[src/hdl/median3x3_luma_vuya_core_assert.svh]
// Assertion macros used by the median filter core.
`ifndef MEDIAN3X3_LUMA_VUYA_CORE_ASSERT_SVH
`define MEDIAN3X3_LUMA_VUYA_CORE_ASSERT_SVH

// Consequent must hold in the same cycle as the antecedent.
`define MED3X3_ASSERT_IMPLY(label, ante, cons, msg) \
    label: assert property (@(posedge clk) disable iff (!rst_n) (ante) |-> (cons)) \
        else $error(msg);

// Consequent must hold in the cycle after the antecedent.
`define MED3X3_ASSERT_NEXT(label, ante, cons, msg) \
    label: assert property (@(posedge clk) disable iff (!rst_n) (ante) |=> (cons)) \
        else $error(msg);

`endif

[src/hdl/med3x3_pkg.sv]
// Types and constants shared by the 3x3 luma median filter.
package med3x3_pkg;

    localparam int unsigned PIX_W        = 32;
    localparam int unsigned LUMA_W       = 8;
    localparam int unsigned LUMA_LSB     = 16;
    localparam logic [PIX_W-1:0] LUMA_MASK = 32'h00FF_0000;
    localparam int unsigned CFG_W        = 12;
    localparam int unsigned CFG_MAX      = 4095;
    localparam int unsigned KERNEL_SIDE  = 3;
    localparam logic [CFG_W-1:0] WIDTH_RESET  = 12'd640;
    localparam logic [CFG_W-1:0] HEIGHT_RESET = 12'd480;

    typedef enum logic [0:0] {
        REG_FRAME_WIDTH  = 1'b0,
        REG_FRAME_HEIGHT = 1'b1
    } cfg_reg_t;

    typedef logic [LUMA_W-1:0] luma_t;

    typedef struct packed {
        luma_t top;
        luma_t mid;
        luma_t bot;
    } luma_col_t;

endpackage

[src/hdl/med3x3_median9.sv]
// Median of a 3x3 luma window built from sorted columns.
module med3x3_median9
    import med3x3_pkg::*;
(
    input  luma_col_t left,
    input  luma_col_t centre,
    input  luma_col_t right,
    output luma_t     median
);

    function automatic luma_t min2(input luma_t a, input luma_t b);
        return (a < b) ? a : b;
    endfunction

    function automatic luma_t max2(input luma_t a, input luma_t b);
        return (a < b) ? b : a;
    endfunction

    function automatic luma_t med3(input luma_t a, input luma_t b, input luma_t c);
        return max2(min2(a, b), min2(max2(a, b), c));
    endfunction

    // Sorted so that top is the smallest and bot the largest value.
    function automatic luma_col_t sort3(input luma_col_t c);
        luma_col_t s;
        s.top = min2(min2(c.top, c.mid), c.bot);
        s.bot = max2(max2(c.top, c.mid), c.bot);
        s.mid = med3(c.top, c.mid, c.bot);
        return s;
    endfunction

    luma_col_t sl;
    luma_col_t sc;
    luma_col_t sr;
    luma_t     lo_max;
    luma_t     mid_med;
    luma_t     hi_min;

    always_comb
    begin
        sl      = sort3(left);
        sc      = sort3(centre);
        sr      = sort3(right);
        lo_max  = max2(max2(sl.top, sc.top), sr.top);
        mid_med = med3(sl.mid, sc.mid, sr.mid);
        hi_min  = min2(min2(sl.bot, sc.bot), sr.bot);
        median  = med3(lo_max, mid_med, hi_min);
    end

endmodule

[config.mk]
export PLATFORM = sky130hd
export DESIGN_NAME = med3x3_median9
export DESIGN_NICKNAME = d
export VERILOG_FILES = /design/src/hdl/median3x3_luma_vuya_core_assert.svh /design/src/hdl/med3x3_pkg.sv /design/src/hdl/med3x3_median9.sv
export SDC_FILE = /design/constraint.sdc
export NUM_CORES = 1
export LEC_CHECK = 0
export ABC_AREA = 0
export BUFFER_PORTS_ARGS = -buffer_cell sky130_fd_sc_hd__buf_2
export CAP_MARGIN = 20
export CORE_MARGIN = 2
export CORE_UTILIZATION = 65
export DETAILED_ROUTE_END_ITERATION = 12
export PLACE_DENSITY = 0.87
export SETUP_SLACK_MARGIN = 0.3
export SLEW_MARGIN = 5
export SYNTH_ARGS = -nofsm -noshare
export SYNTH_HDL_FRONTEND = slang
export SYNTH_SLANG_ARGS = --single-unit
[constraint.sdc]
create_clock -name vclk -period 34.2
set_input_delay 5.13 -clock vclk [all_inputs]
set_output_delay 5.13 -clock vclk [all_outputs]
set_load 0.02 [all_outputs]
==> impl_metrics.prom <==
# TYPE chip_impl_metric gauge
chip_impl_metric{name="ctsHoldBuffers",unit=""} 0
chip_impl_info{name="outcome",value="complete, no violations"} 1
chip_impl_metric{name="cp_max_fo",unit=""} 24
chip_impl_metric{name="worst-slew-pin-transition",unit="ps"} 902.5
chip_impl_metric{name="synthXorXnorAreaFrac",unit="%"} 0.2440
chip_impl_metric{name="first_iter_violations",unit=""} 532
chip_impl_metric{name="synth.lib_cells_used.distinct",unit=""} 83
chip_impl_metric{name="synth_largest_type_area_fraction",unit="%"} 25.45
chip_impl_metric{name="antenna_found_initial",unit=""} 0
chip_impl_info{name="synth_area_leaders",value="ha_1 25%, mux2i_1 11%, o21ai_0 8.9%"} 1
chip_impl_metric{name="finalHoldViolations",unit=""} 0
chip_impl_metric{name="synth_warn",unit=""} 0
chip_impl_metric{name="muxShareOfSynthArea",unit="%"} 15.23
chip_impl_metric{name="globalplace.congestion",unit=""} 0.9850
chip_impl_metric{name="synth_fa_ha_area_share",unit="%"} 26.15
chip_impl_metric{name="slew_violations",unit=""} 0
chip_impl_metric{name="vias_per_cell",unit=""} 6.373
chip_impl_metric{name="final-seq-area",unit="um^2"} 0
chip_impl_metric{name="detail_route.wl_per_cell",unit="um"} 16.31
chip_impl_info{name="crit_type",value="in -> out"} 1
chip_impl_metric{name="setup_viol",unit=""} 0
chip_impl_metric{name="whs",unit="ps"} 11130
chip_impl_metric{name="area_share_of_and_or_nand_nor_cells_after_synthesis",unit="%"} 18.93
chip_impl_metric{name="setup_slack",unit="ps"} 5232
chip_impl_metric{name="seq_cells",unit=""} 0
chip_impl_metric{name="setup-tns-final",unit="ps"} 0
chip_impl_info{name="worstSetupStartpointType",value="input pin"} 1
chip_impl_metric{name="antenna_left",unit=""} 0
chip_impl_info{name="timing.hold.worst.start",value="right[4]"} 1
chip_impl_metric{name="syn-cell-area",unit="um^2"} 7178
chip_impl_metric{name="global_route_wire_length_before_repair",unit="mm"} 33.72
chip_impl_metric{name="final_min_period_over_clock_period",unit="%"} 84.70
chip_impl_info{name="slowest_stage",value="o311ai_4"} 1
chip_impl_metric{name="cp_slowest_stage_delay",unit="ps"} 830
chip_impl_metric{name="post-route-drc-count",unit=""} 0
chip_impl_info{name="largest_family_of_logic_cells_by_synthesized_area",value="compound AO/OA/AOI/OAI gates"} 1
chip_impl_metric{name="postRouteWirelength",unit="mm"} 20.11
chip_impl_metric{name="number_of_global_route_vias_before_repair",unit=""} 7267
chip_impl_metric{name="final_layout_size_suffix_gt1_share",unit="%"} 12.17
chip_impl_metric{name="globalRouteOverflowTotal",unit=""} 0
chip_impl_metric{name="post-place-ws",unit="ps"} 5590
chip_impl_metric{name="syn2layout_area_growth",unit="%"} 6.641
chip_impl_metric{name="place_hpwl",unit="mm"} 17.25
chip_impl_metric{name="top_level_ports",unit=""} 80
chip_impl_metric{name="worstPathArrival",unit="ps"} 23840
chip_impl_metric{name="timing.fmax",unit="GHz"} 0.03452
chip_impl_metric{name="antennaDiodeCount",unit=""} 0
chip_impl_metric{name="die-width",unit="um"} 109.1
chip_impl_metric{name="synth-compound-area-share",unit="%"} 32.02
chip_impl_metric{name="clock_buffer_count",unit=""} 0
chip_impl_info{name="critical_path.most_common_cell",value="a21oi_1"} 1
chip_impl_metric{name="die_area",unit="um^2"} 11900
chip_impl_info{name="endpoint_type_of_the_worst_setup_path",value="output port"} 1
chip_impl_metric{name="largest_net_degree_at_the_start_of_global_routing",unit=""} 25
chip_impl_metric{name="drt_pre_antenna_iters",unit=""} 6
chip_impl_metric{name="synthCells",unit=""} 1039
chip_impl_metric{name="cap_viol_max_count",unit=""} 0
chip_impl_metric{name="fin_crit",unit="ps"} 28970
chip_impl_metric{name="worstPathRequired",unit="ps"} 29070
chip_impl_metric{name="placed_cells",unit=""} 1232
chip_impl_metric{name="design.final.nets",unit=""} 1313
chip_impl_metric{name="route.vias.total",unit=""} 7858
chip_impl_metric{name="syn-mean-instance-area",unit="um^2"} 6.909
chip_impl_metric{name="syn-num-nets",unit=""} 1257
chip_impl_metric{name="placeableCoreArea",unit="um^2"} 10790
chip_impl_metric{name="worstHoldPathCells",unit=""} 6
chip_impl_info{name="worstHoldEndpoint",value="median[4]"} 1
chip_impl_metric{name="slew_headroom",unit="%"} 38.12
chip_impl_metric{name="final-instance-count-excl-fill",unit=""} 1233
chip_impl_metric{name="cts_resized",unit=""} 0
chip_impl_metric{name="combined_global_route_utilization_of_all_metal_layers",unit="%"} 34.28
chip_impl_info{name="unrepaired_setup_endpoints_after_global_routing",value="no"} 1
chip_impl_metric{name="place.port_buffers",unit=""} 80
chip_impl_metric{name="initial_core_util",unit="%"} 66.51
chip_impl_metric{name="die-height",unit="um"} 109.1
chip_impl_metric{name="postCtsSetupRepairBufs",unit=""} 0
chip_impl_info{name="netlist.top_cell.by_area",value="ha_1"} 1
chip_impl_metric{name="synth-seq-area-share",unit="%"} 0
chip_impl_info{name="min_path_type",value="in -> out"} 1
chip_impl_metric{name="num_rows",unit=""} 38
layer usage:
metal / global-route usage [%] / part of all wire [%]
met1: 46.48 / 45
met2: 59.23 / 46
met3: 0.8368 / 6.2
met4: 9.615 / 3.0
met5: 0 / 0
layout make-up:
type / count / area [um^2]
fillers: 915 / 3138
inverters: 105 / 394.1
multi-input cells: 904 / 6651
well taps: 140 / 175.2
repair buffers: 84 / 434.2
cells by family after synthesis:
| family | count (synthesis) |
|---|---|
| multiplexers | 106 |
| buffers and inverters | 135 |
| adder cells (fa/ha/maj) | 151 |
| XOR/XNOR | 2 |
| AND/OR/NAND/NOR | 289 |
| AO/OA/AOI/OAI | 356 |
Yosys cell counts, types with 13 or more instances:
library cell / count
a21o_1: 28
a21oi_1: 87
clkbuf_1: 21
ha_1: 146
inv_1: 105
mux2_2: 23
mux2i_1: 80
nand2_1: 124
nand2b_1: 13
nand3_1: 22
nand4_1: 13
nor2_1: 61
o21a_1: 14
o21ai_0: 127
critical path: cells and delay by family:
family	cells	cell delay, ps
AO/OA/AOI/OAI	41	10760
AND/OR/NAND/NOR	18	3640
adder cells (fa/ha/maj)	9	2650
multiplexers	3	890
buffers and inverters	6	700
worst max path at each step:
stage	slack (ps)	start	depth (start not counted)	end
after floorplan	7560	centre[9]	86	median[0]
after global placement	6010	centre[9]	79	median[0]
after detailed placement	5590	centre[9]	77	median[0]
after CTS	5580	centre[9]	79	median[0]
after global routing	3690	centre[9]	79	median[0]
final	5230	centre[9]	77	median[0]
metrics by stage:
| stage | util [%] | cell area, um^2 |
|---|---|---|
| floorplan | - | 7178 |
| global placement | 70.82 | 7644 |
| detailed placement | 70.82 | 7644 |
| CTS | 70.82 | 7644 |
| global route | 70.93 | 7655 |
| finish | 70.93 | 7655 |
cell usage in the layout (no fill, tap or decap), drive strengths merged, types with 3 or more instances in the layout:
| cell type | instances |
|---|---|
| a2111oi | 4 |
| a211o | 8 |
| a211oi | 10 |
| a21boi | 7 |
| a21o | 28 |
| a21oi | 89 |
| a221oi | 4 |
| a31o | 4 |
| a31oi | 6 |
| and2 | 5 |
| and3 | 8 |
| and4 | 3 |
| buf | 84 |
| ha | 146 |
| inv | 105 |
| maj3 | 5 |
| mux2 | 26 |
| mux2i | 80 |
| nand2 | 124 |
| nand2b | 13 |
| nand3 | 22 |
| nand4 | 13 |
| nor2 | 63 |
| nor2b | 9 |
| nor3 | 7 |
| nor4 | 5 |
| o2111ai | 3 |
| o211a | 5 |
| o211ai | 8 |
| o21a | 14 |
| o21ai | 134 |
| o22a | 3 |
| o31ai | 7 |
| or2 | 6 |
| or3 | 3 |
Power is left out: the tool's default activity adds up to more than one toggle a clock period on the data nets, which glitch-free logic cannot reach.
